--- config.mk ---
export PLATFORM = sky130hd
export DESIGN_NAME = rcf_queue
export DESIGN_NICKNAME = d
export VERILOG_FILES = /design/src/design/rcf_pkg.sv /design/src/design/rcf_queue.sv
export SDC_FILE = /design/constraint.sdc
export NUM_CORES = 1
export LEC_CHECK = 0
export ABC_AREA = 1
export BUFFER_PORTS_ARGS = -buffer_cell sky130_fd_sc_hd__buf_4
export CAP_MARGIN = 40
export CORE_MARGIN = 4
export CORE_UTILIZATION = 40
export DETAILED_ROUTE_END_ITERATION = 10
export GPL_ROUTABILITY_DRIVEN = 0
export GPL_TIMING_DRIVEN = 0
export PLACE_DENSITY = 0.66
export SYNTH_ARGS = -nofsm -noshare
export SYNTH_HDL_FRONTEND = slang
export SYNTH_SLANG_ARGS = --single-unit
export TNS_END_PERCENT = 30
--- constraint.sdc ---
create_clock -name clk -period 12 [get_ports clk]
set_clock_uncertainty 0.15 [all_clocks]
set_input_delay 1.2 -clock clk [delete_from_list [all_inputs] [get_ports clk]]
set_output_delay 1.2 -clock clk [all_outputs]
set_load 0.01 [all_outputs]
--- src/design/rcf_pkg.sv ---
// Shared types and constants of the RGB 3x3 convolution filter.
`timescale 1ns / 1ps
package rcf_pkg;

  localparam int DEF_MAX_WIDTH  = 4096;
  localparam int DEF_MAX_HEIGHT = 4096;
  localparam int QDEPTH         = 2;
  localparam logic [7:0] CLAMP_MAX = 8'd255;

  typedef logic [23:0] pixel_t;

  // Configuration register indexes.
  typedef enum logic [2:0] {
    REG_COEF_TOP,
    REG_COEF_MID,
    REG_COEF_BOT,
    REG_SCALE,
    REG_WIDTH,
    REG_HEIGHT,
    REG_SEL_COLS,
    REG_SEL_ROWS
  } cfg_reg_t;

  // One classified pixel handed from front to back.
  typedef struct packed {
    pixel_t [8:0] win;
    logic         filt;
    logic         last;
  } job_t;

  // Kernel settings seen by the back end.
  typedef struct packed {
    logic [2:0][23:0] coef;
    logic [19:0]      scale;
  } kern_cfg_t;

endpackage

--- src/design/rcf_queue.sv ---
// Short job queue between front and back ends.
`timescale 1ns / 1ps
module rcf_queue
  import rcf_pkg::*;
(
  input  logic clk,
  input  logic rst_n,
  input  logic push,
  input  job_t push_data,
  output logic full,
  input  logic pop,
  output job_t pop_data,
  output logic empty
);

  localparam int PTRW = (QDEPTH > 1) ? $clog2(QDEPTH) : 1;
  localparam int CNTW = $clog2(QDEPTH + 1);

  job_t            ent_r [QDEPTH];
  logic [PTRW-1:0] wr_ptr_r, rd_ptr_r;
  logic [CNTW-1:0] cnt_r;

  assign full     = (cnt_r == CNTW'(QDEPTH));
  assign empty    = (cnt_r == '0);
  assign pop_data = ent_r[rd_ptr_r];

  // Store entries.
  always_ff @(posedge clk) begin
    if (push && !full) begin
      ent_r[wr_ptr_r] <= push_data;
    end
  end

  // Advance pointers and fill count.
  always_ff @(posedge clk) begin
    if (!rst_n) begin
      wr_ptr_r <= '0;
      rd_ptr_r <= '0;
      cnt_r    <= '0;
    end else begin
      if (push && !full) begin
        wr_ptr_r <= (32'(wr_ptr_r) == QDEPTH - 1) ? '0 : wr_ptr_r + PTRW'(1);
      end
      if (pop && !empty) begin
        rd_ptr_r <= (32'(rd_ptr_r) == QDEPTH - 1) ? '0 : rd_ptr_r + PTRW'(1);
      end
      if ((push && !full) && !(pop && !empty)) begin
        cnt_r <= cnt_r + CNTW'(1);
      end else if (!(push && !full) && (pop && !empty)) begin
        cnt_r <= cnt_r - CNTW'(1);
      end
    end
  end

endmodule

==> run_results.csv <==
group,metric,value,unit
yosys,synth_top_cell_area_share,79.8,%
clocking,cts_setup_buffers,0,
yosys,synthArstFlopShare,0,%
finish,fin_area,22200,um^2
yosys,ys_ff_latch,441,
yosys,ys_top_cells_by_area,"edfxtp_1 (80%), mux2_4 (9.2%), mux2_2 (8.1%)",
global_route,grt_overflow,0,
worst_setup_path,critPathRequiredTime,10.65,ns
finish,nNetsFinal,1448,
sta,setup_ws,8.64,ns
yosys,syn_area,16400,um^2
floorplanning,die_h,210,um
clocking,hold_buffers,0,
yosys,syn_inst,716,
finish,syn2layout_area_growth,35.6,%
worst_setup_path,crit_type,"reg2out",
clocking,tritoncts,"yes",
finish,drive_above_1_share,60.7,%
finish,multi_input_area,2950,um^2
sta,fin_crit,3.36,ns
global_route,grt_pass1_wl,54400,um
detailed_routing,dr.pass1.iters,4,
clocking,cts.sinks,441,
worst_setup_path,reg2reg_from,"cnt_r[0]",
placement,post-place-ws,8.42,ns
floorplanning,start_util,40.9,%
outcome,outcome,"complete, no violations",
power,power,4.56,mW
sta,fmax,0.297,GHz
detailed_routing,drcViolationCount,0,
worst_setup_path,crit_end,"pop_data[115]",
finish,final-seq-area,13200,um^2
worst_setup_path,rrSetupSlack,9.32,ns
clocking,root_buffer,"clkbuf_16",
worst_setup_path,worstSetupStartpointType,"register",
detailed_routing,dr_total_vias,8415,
worst_setup_path,cp_max_fo,10,
clocking,worst_skew_pair.late_latency,0.55,ns
floorplanning,io_pins,442,
hold_path,hp-class,"reg2reg",
sta,drv_slew,0,
clocking,ctsLongestPathBuffers,3,
sta,hold-worst-slack,0.356,ns
global_route,track_usage,16.0,%
sta,worstMarginPinSlew,0.815,ns
sta,hold_viol_final,0,
sta,min_period_over_period,28.0,%
worst_setup_path,end_kind,"output port",
sta,slew_headroom,45.1,%
clocking,clk_pin_slew,0.05,ns
finish,utilization,55.5,%
sta,rsz0062_at_grt,"no",
job,maxCapViolCount,0,
hold_path,min_path_cells,2,
power,ir_worst_vdd,0.135,mV
placement,place_area,20900,um^2
yosys,seq_area_frac_synth,80.4,%
yosys,syn_nets,939,
clocking,cts_max_level,2,
yosys,netlist.top_cell.by_area,"edfxtp_1",
global_route,grt_max_degree,28,
detailed_routing,detail_route.wl_per_cell,20.7,um
yosys,ys.flop_type,"edfxtp_1",
yosys,yosys_warnings,0,
finish,fill_cells,3101,
placement,post-dp-hpwl,27000,um
yosys,synth_enable_flop_cells,436,
yosys,synth_area_per_cell,22.9,um^2
detailed_routing,via_per_inst,4.72,
floorplanning,die_w,210,um
detailed_routing,final_antenna_net_count,0,
clocking,cts_buffers,46,
floorplanning,coreArea,40100,um^2
global_route,grt_pass1_vias,9010,
floorplanning,std_cell_rows,73,
yosys,yosysUniqueCellTypes,16,
worst_setup_path,reg2reg_to,"ent_r[1][125]",
placement,port_buffers,441,
detailed_routing,drt-initial-drc-count,376,
clocking,ctsResizeCount,0,
floorplanning,die_area,44300,um^2
power,static-leakage-power,8.50,nW
global_route,antenna_found_initial,2,
detailed_routing,routed_wl,36900,um
power,p_per_area,205,nW/um^2
sta,setup_viol_count_final,0,
worst_setup_path,ff2ff_path_depth,6,
worst_setup_path,cp.arrival,2.01,ns
[cells by family after synthesis]
logic type	count (synthesis)	share of synthesized area [%]
buffers and inverters	33	1.66
and+or+nand+nor	19	0.458
DFF	441	80.4
adders and majority gates	1	0.0763
AOI/OAI and AO/OA	4	0.122
muxes	218	17.3
[placed cells by master, fill, tap and decap left out]
cell type	n
inv_1	9
clkbuf_1	14
buf_12	10
mux2_4	100
buf_2	10
nor2_4	2
clkinv_1	8
edfxtp_1	436
nand4_1	1
clkbuf_16	49
buf_6	2
nor2_1	9
buf_16	10
inv_6	1
bufinv_16	1
diode_2	1
ha_1	1
dfxtp_1	5
nand3_1	1
buf_4	443
buf_8	10
a21oi_1	1
nand2_1	6
o21ai_0	3
mux2_2	118
clkinv_2	7
[report_power, final]
group / internal, mW / total [mW] / switching [mW] / leakage [nW]
clock network: 0.762 / 1.31 / 0.551 / 0.679
logic: 0.669 / 1.26 / 0.589 / 3.72
registers: 1.94 / 1.99 / 0.0453 / 4.11
[how the worst min path moves through the flow]
stage	start	slack (ns)	to
finish	rd_ptr_r	0.36	register
global route	rd_ptr_r	0.41	rd_ptr_r
CTS	rd_ptr_r	0.36	register
detailed placement	rd_ptr_r	0.35	register
global placement	rd_ptr_r	0.33	rd_ptr_r
floorplan	rd_ptr_r	0.32	register
[Yosys cell counts (2+ instances only)]
master      n
buf_2      10
mux2_4    100
mux2_2    118
buf_6       2
buf_4       2
o21ai_0     3
nor2_1     11
dfxtp_1     5
inv_1       9
buf_8      10
edfxtp_1  436
nand2_1     6
[registers in the layout, summed over array words and instances (netlist names), named ones only]
register / flops
cnt_r: 2
ent_r: 436
rd_ptr_r: 1
wr_ptr_r: 1
[per-layer routing]
| metal | global-route usage [%] | routed length [um] | vias to the layer above |
|---|---|---|---|
| met4 | 4.92 | 781 | 2 |
| met1 | 19.0 | 14100 | 4189 |
| met2 | 27.3 | 18400 | 315 |
| li1 | - | - | 3859 |
| met5 | 0 | 13 | - |
| met3 | 6.25 | 3590 | 50 |
[metrics by stage]
step | setup TNS [ns] | instances
after global placement | -2262.61 | 1682
after global routing | 0 | 1783
final | 0 | 1783
after CTS | 0 | 1782
after floorplan | 0 | 716
after detailed placement | 0 | 1702
[area by class of cell]
| cell class | instances | share of cell area, % |
|---|---|---|
| Sequential cell | 441 | 59.3 |
| Timing Repair Buffer | 461 | 17.0 |
| Multi-Input combinational cell | 242 | 13.3 |
| Clock buffer | 63 | 5.75 |
| Tap cell | 525 | 2.95 |
| Buffer | 24 | 1.07 |
| Clock inverter | 17 | 0.467 |
| Inverter | 9 | 0.152 |
| Antenna cell | 1 | 0.0112 |
[worst max-delay path, stage by stage, from the launching register on]
cell	delay [ns]
dfxtp_1	0.33
buf_6	0.17
buf_6	0.25
buf_8	0.21
mux2_4	0.34
buf_4	0.15
Note: power is estimated with default switching activity, not from simulation.
