File: config.mk
export PLATFORM = sky130hd
export DESIGN_NAME = rcf_back
export DESIGN_NICKNAME = d
export VERILOG_FILES = /design/src/design/rcf_pkg.sv /design/src/design/rcf_back.sv
export SDC_FILE = /design/constraint.sdc
export NUM_CORES = 2
export LEC_CHECK = 0
export ABC_AREA = 1
export BUFFER_PORTS_ARGS = -buffer_cell sky130_fd_sc_hd__buf_4
export CORE_ASPECT_RATIO = 0.5
export CORE_MARGIN = 2
export CORE_UTILIZATION = 59
export CTS_CLUSTER_SIZE = 10
export DETAILED_ROUTE_END_ITERATION = 12
export PLACE_DENSITY = 0.8
export SETUP_SLACK_MARGIN = 0.4
export SLEW_MARGIN = 40
export SYNTH_ARGS = -nofsm -noshare
export SYNTH_HDL_FRONTEND = slang
export SYNTH_SLANG_ARGS = --single-unit
File: constraint.sdc
create_clock -name clk -period 10.5 [get_ports clk]
set_clock_uncertainty 0.15 [all_clocks]
set_input_delay 0.525 -clock clk [delete_from_list [all_inputs] [get_ports clk]]
set_output_delay 0.525 -clock clk [all_outputs]
set_load 0.01 [all_outputs]
File: src/design/rcf_pkg.sv
// Shared types and constants of the RGB 3x3 convolution filter.
`timescale 1ns / 1ps
package rcf_pkg;

  localparam int DEF_MAX_WIDTH  = 4096;
  localparam int DEF_MAX_HEIGHT = 4096;
  localparam int QDEPTH         = 2;
  localparam logic [7:0] CLAMP_MAX = 8'd255;

  typedef logic [23:0] pixel_t;

  // Configuration register indexes.
  typedef enum logic [2:0] {
    REG_COEF_TOP,
    REG_COEF_MID,
    REG_COEF_BOT,
    REG_SCALE,
    REG_WIDTH,
    REG_HEIGHT,
    REG_SEL_COLS,
    REG_SEL_ROWS
  } cfg_reg_t;

  // One classified pixel handed from front to back.
  typedef struct packed {
    pixel_t [8:0] win;
    logic         filt;
    logic         last;
  } job_t;

  // Kernel settings seen by the back end.
  typedef struct packed {
    logic [2:0][23:0] coef;
    logic [19:0]      scale;
  } kern_cfg_t;

endpackage

File: src/design/rcf_back.sv
// Back end: kernel multiply-accumulate, scaling, rounding and output register.
`timescale 1ns / 1ps
module rcf_back
  import rcf_pkg::*;
(
  input  logic      clk,
  input  logic      rst_n,
  input  logic      q_empty,
  output logic      q_pop,
  input  job_t      q_data,
  input  kern_cfg_t kcfg,
  output logic      out_empty,
  input  logic      out_pop,
  output logic [7:0] out_red,
  output logic [7:0] out_green,
  output logic [7:0] out_blue,
  output logic      out_frame_last
);

  typedef enum logic [1:0] {B_IDLE, B_MAC, B_SCALE, B_DONE} bstate_t;

  bstate_t                  state_r;
  job_t                     job_r;
  logic [1:0]               krow_r;
  logic signed [19:0]       acc_r  [3];
  logic signed [19:0]       acc_nxt[3];
  logic [38:0]              prod_r [3];
  logic [2:0]               pos_r;
  logic [7:0]               res    [3];
  logic                     out_valid_r;
  logic [7:0]               out_red_r, out_green_r, out_blue_r;
  logic                     out_last_r;
  logic                     slot_free;

  assign q_pop     = (state_r == B_IDLE) && !q_empty;
  assign slot_free = !out_valid_r || out_pop;

  // Add one kernel row of products per channel.
  always_comb begin
    logic signed [7:0]  k;
    logic signed [16:0] p;
    logic [7:0]         px;
    for (int ch = 0; ch < 3; ch++) begin
      acc_nxt[ch] = acc_r[ch];
      for (int c = 0; c < 3; c++) begin
        k  = signed'(kcfg.coef[krow_r][8*c +: 8]);
        px = job_r.win[krow_r * 3 + c][8*ch +: 8];
        p  = k * signed'({1'b0, px});
        acc_nxt[ch] = acc_nxt[ch] + 20'(p);
      end
    end
  end

  // Round half up on the positive magnitude and clamp to a byte; unfiltered pixels pass the centre through.
  always_comb begin
    logic [39:0] rnd;
    for (int ch = 0; ch < 3; ch++) begin
      rnd = {1'b0, prod_r[ch]} + 40'd32768;
      if (!job_r.filt) begin
        res[ch] = job_r.win[4][8*ch +: 8];
      end else if (!pos_r[ch]) begin
        res[ch] = '0;
      end else if (rnd[39:16] > 24'(CLAMP_MAX)) begin
        res[ch] = CLAMP_MAX;
      end else begin
        res[ch] = rnd[23:16];
      end
    end
  end

  // Step through accumulate, scale and output.
  always_ff @(posedge clk) begin
    if (!rst_n) begin
      state_r     <= B_IDLE;
      out_valid_r <= 1'b0;
      krow_r      <= '0;
    end else begin
      // Free the output slot unless a new result loads it in this cycle.
      if (out_pop && out_valid_r && !(state_r == B_DONE && slot_free)) begin
        out_valid_r <= 1'b0;
      end
      unique case (state_r)
        B_IDLE: begin
          if (!q_empty) begin
            job_r   <= q_data;
            krow_r  <= '0;
            for (int ch = 0; ch < 3; ch++) begin
              acc_r[ch] <= '0;
            end
            state_r <= q_data.filt ? B_MAC : B_DONE;
          end
        end
        B_MAC: begin
          for (int ch = 0; ch < 3; ch++) begin
            acc_r[ch] <= acc_nxt[ch];
          end
          krow_r <= krow_r + 2'd1;
          if (krow_r == 2'd2) begin
            state_r <= B_SCALE;
          end
        end
        B_SCALE: begin
          for (int ch = 0; ch < 3; ch++) begin
            prod_r[ch] <= acc_r[ch][18:0] * kcfg.scale;
            pos_r[ch]  <= (acc_r[ch] > 0);
          end
          state_r <= B_DONE;
        end
        B_DONE: begin
          if (slot_free) begin
            out_valid_r <= 1'b1;
            out_red_r   <= res[0];
            out_green_r <= res[1];
            out_blue_r  <= res[2];
            out_last_r  <= job_r.last;
            state_r     <= B_IDLE;
          end
        end
        default: state_r <= B_IDLE;
      endcase
    end
  end

  assign out_empty      = !out_valid_r;
  assign out_red        = out_red_r;
  assign out_green      = out_green_r;
  assign out_blue       = out_blue_r;
  assign out_frame_last = out_last_r;

endmodule

==> metrics.md <==
| Metric | Value |
|---|---|
| Status | complete, no violations |
| Maximum number of pins on one net before global-route repair | 187 |
| Antenna viol nets, final | 0 |
| Number of top-level design ports | 341 |
| Crit path time final | 9120 ps |
| Number of core rows | 96 |
| Num Clock Sinks | 383 |
| Number of distinct library cell variants in the gate-level netlist after synthesis | 63 |
| CTS clock-pin slew for the worst setup and hold paths | 80 ps |
| Cell repeated most along the worst path | fa_1 |
| DRT iter0 DRCs | 6874 |
| CP Max Fanout | 49 |
| Synth Area per Inst | 8.16 sq um |
| Achievable clock frequency | 110 MHz |
| Horiz. Die Dim | 528 um |
| Final setup violation count | 0 |
| Area of the placeable core | 0.137 sq mm |
| Leading cell type by number of instances after synthesis | inv_1 |
| Cell at the slowest stage of the critical path | nor2_2 |
| Startpoint type of the worst setup path | flip-flop |
| Post-Syn Area | 0.0810 sq mm |
| Fin crit share | 86.8% |
| Ys async rst share | 0% |
| TritonCTS clock tree | yes |
| Hold-fix buffers, CTS | 218 |
| WS Path Type | reg2reg |
| Class of the tightest hold or removal check | in2reg |
| GPL Wtd Cong | 1.01 |
| Aggregate global-route resource usage | 35.4% |
| Worst EP arrival | 9340 ps |
| Setup Slack @ Placement | 1650 ps |
| Required time of the critical path | 10720 ps |
| Number of flip-flops and latches in the synthesized netlist | 383 |
| Syn Inst Count | 9926 |
| Via count of the first global-routing pass | 68800 |
| Clk_lat worst skew | 680 ps |
| Largest incremental delay on the critical path | 690 ps |
| Global-route wire length before repair | 383000 um |
| Fraction of the yosys area taken by sequential cells | 14.1% |
| Total Negative Setup Slacks | 0 ps |
| Final Net Count | 12800 |
| Synth area leaders | fa_1, edfxtp_1, inv_1 |
| Residual overflow from global routing | 0 |
| Ys flop type | edfxtp_1 |
| Number of buffer and inverter instances along the worst setup path | 9 |
| Ratio of cells with drive above 1 in the final layout | 6.43% |
| Tightest slew margin relative to the limit | 39.5% |
| Placed wire-length estimate | 189000 um |
| Total of warnings raised by yosys | 0 |
| Post-CTS Resized | 0 |
| Maximum clock insertion buffer count | 3 |
| Y dimension of the die | 266 um |
| Proportion of netlist area held by the largest area contributor | 36.1% |
| Dominant delay contributor by cell family on the critical path | adder cells |
| Buffers inserted during post-CTS setup optimization | 0 |
| Clock Root Buffer | clkbuf_16 |
| Initial Util | 59.3% |
| CTS buffer count | 46 |
| Post-Route Utilization | 64.9% |
| Number of antenna violations at the first check in global routing | 8 |
| EDFF count, synth | 378 |
| Avg Vias per Cell | 5.57 |
| Routed vias | 67500 |
| Number of maximum-capacitance violations | 0 |
| Detailed-route wire length | 243000 um |
| Port Buf Inserts | 340 |
| Detailed-route wire length per cell | 20.1 um |
| Nets in the synthesized netlist | 12400 |
| Die Footprint | 0.140 sq mm |
| Setup repair after global routing missed its margin | no |
| Initial DRT Pass Iterations | 8 |
| Final hold viol count | 0 |
| CP endpoint kind | flip-flop |
| Final worst-path setup slack | 1380 ps |
| Commonest cells in the netlist | inv_1, nand2_1, fa_1 |
| Largest area contributor in the synthesized netlist | fa_1 |
| Post-route DRC | 0 |
| Total of fill cells in the finished design | 11100 |
| H-tree depth | 2 |
| Total count of max-transition violations in the final report | 0 |
| Least-Margin Pin Slew | 907 ps |
| Growth of design area from synthesis to finish | 9.46% |
sequential cells by signal, indices dropped and copies added (netlist names):
register,flops
out_frame_last,1
pos_r,3
acc_r,60
out_valid_r,1
out_green,8
krow_r,2
state_r,2
out_red,8
out_blue,8
job_r,218
prod_r,72
cell families after synthesis:
kind of cell	synth area share [%]
simple gates	17.2
buf+inv	14.3
fa+ha+maj	47.6
compound gates	5.27
flops	14.1
xor+xnor	1.17
mux	0.408
metrics by stage:
| step | instance area (sq um) | cells | hold slack, ps |
|---|---|---|---|
| finish | 88700 | 12100 | 94.1 |
| global route | 88700 | 12100 | 86.5 |
| CTS | 88500 | 12100 | 21.8 |
| detailed placement | 85100 | 11800 | 271 |
| global placement | 85000 | 11800 | 252 |
| floorplan | 81000 | 9926 | 250 |
layout by cell type (no fill, tap or decap), types with 218 or more instances in the layout:
master | Yosys | layout
nand2_1 | 2383 | 2383
edfxtp_1 | 378 | 378
o21ai_0 | 236 | 234
buf_4 | 17 | 421
fa_1 | 1462 | 1462
ha_1 | 741 | 740
a21oi_1 | 240 | 240
nor2_1 | 758 | 757
inv_1 | 2617 | 2615
dlygate4sd3_1 | 0 | 218
final timing paths:
kind / start / endpoint / slack, ps / cells past startpoint
setup / recovery: krow_r[0] / acc_r[0][33] / 1380 / 31
hold / removal: rst_n / krow_r[0] / 90 / 3
setup reg to reg: krow_r[0] / acc_r[0][33] / 1380 / 31
hold reg to reg: job_r[0] / out_frame_last / 270 / 0
per-layer routing:
metal  wire length [um]  GRT usage (%)  vias up
met2             103000           52.5     4060
met3              32500           10.2      680
met5                 48              0        -
li1                   -              -    30000
met4              10900           13.6        8
met1              97100           49.3    32800
worst reg2reg max path, delay by kind of cell, from the launching register on:
family | cells | cell delay [ps]
AO/OA/AOI/OAI | 6 | 970
AND/OR/NAND/NOR | 7 | 1530
flip-flops | 1 | 450
buffers and inverters | 9 | 1300
adder cells (fa/ha/maj) | 9 | 4460
final cells by class:
cell class	count	area (sq um)	share of cell area, %
antenna	4	10.0	0.0113
inverter	2653	9960	11.2
clock buffer	57	1190	1.34
tap	1813	2270	2.56
multi-input combinational	6530	58000	65.4
clock inverter	10	95.1	0.107
sequential	383	11500	12.9
timing repair buffer	663	5650	6.38
Power is not shown: default switching activity piles up to over one toggle a cycle in this logic, so the estimate is an artifact.
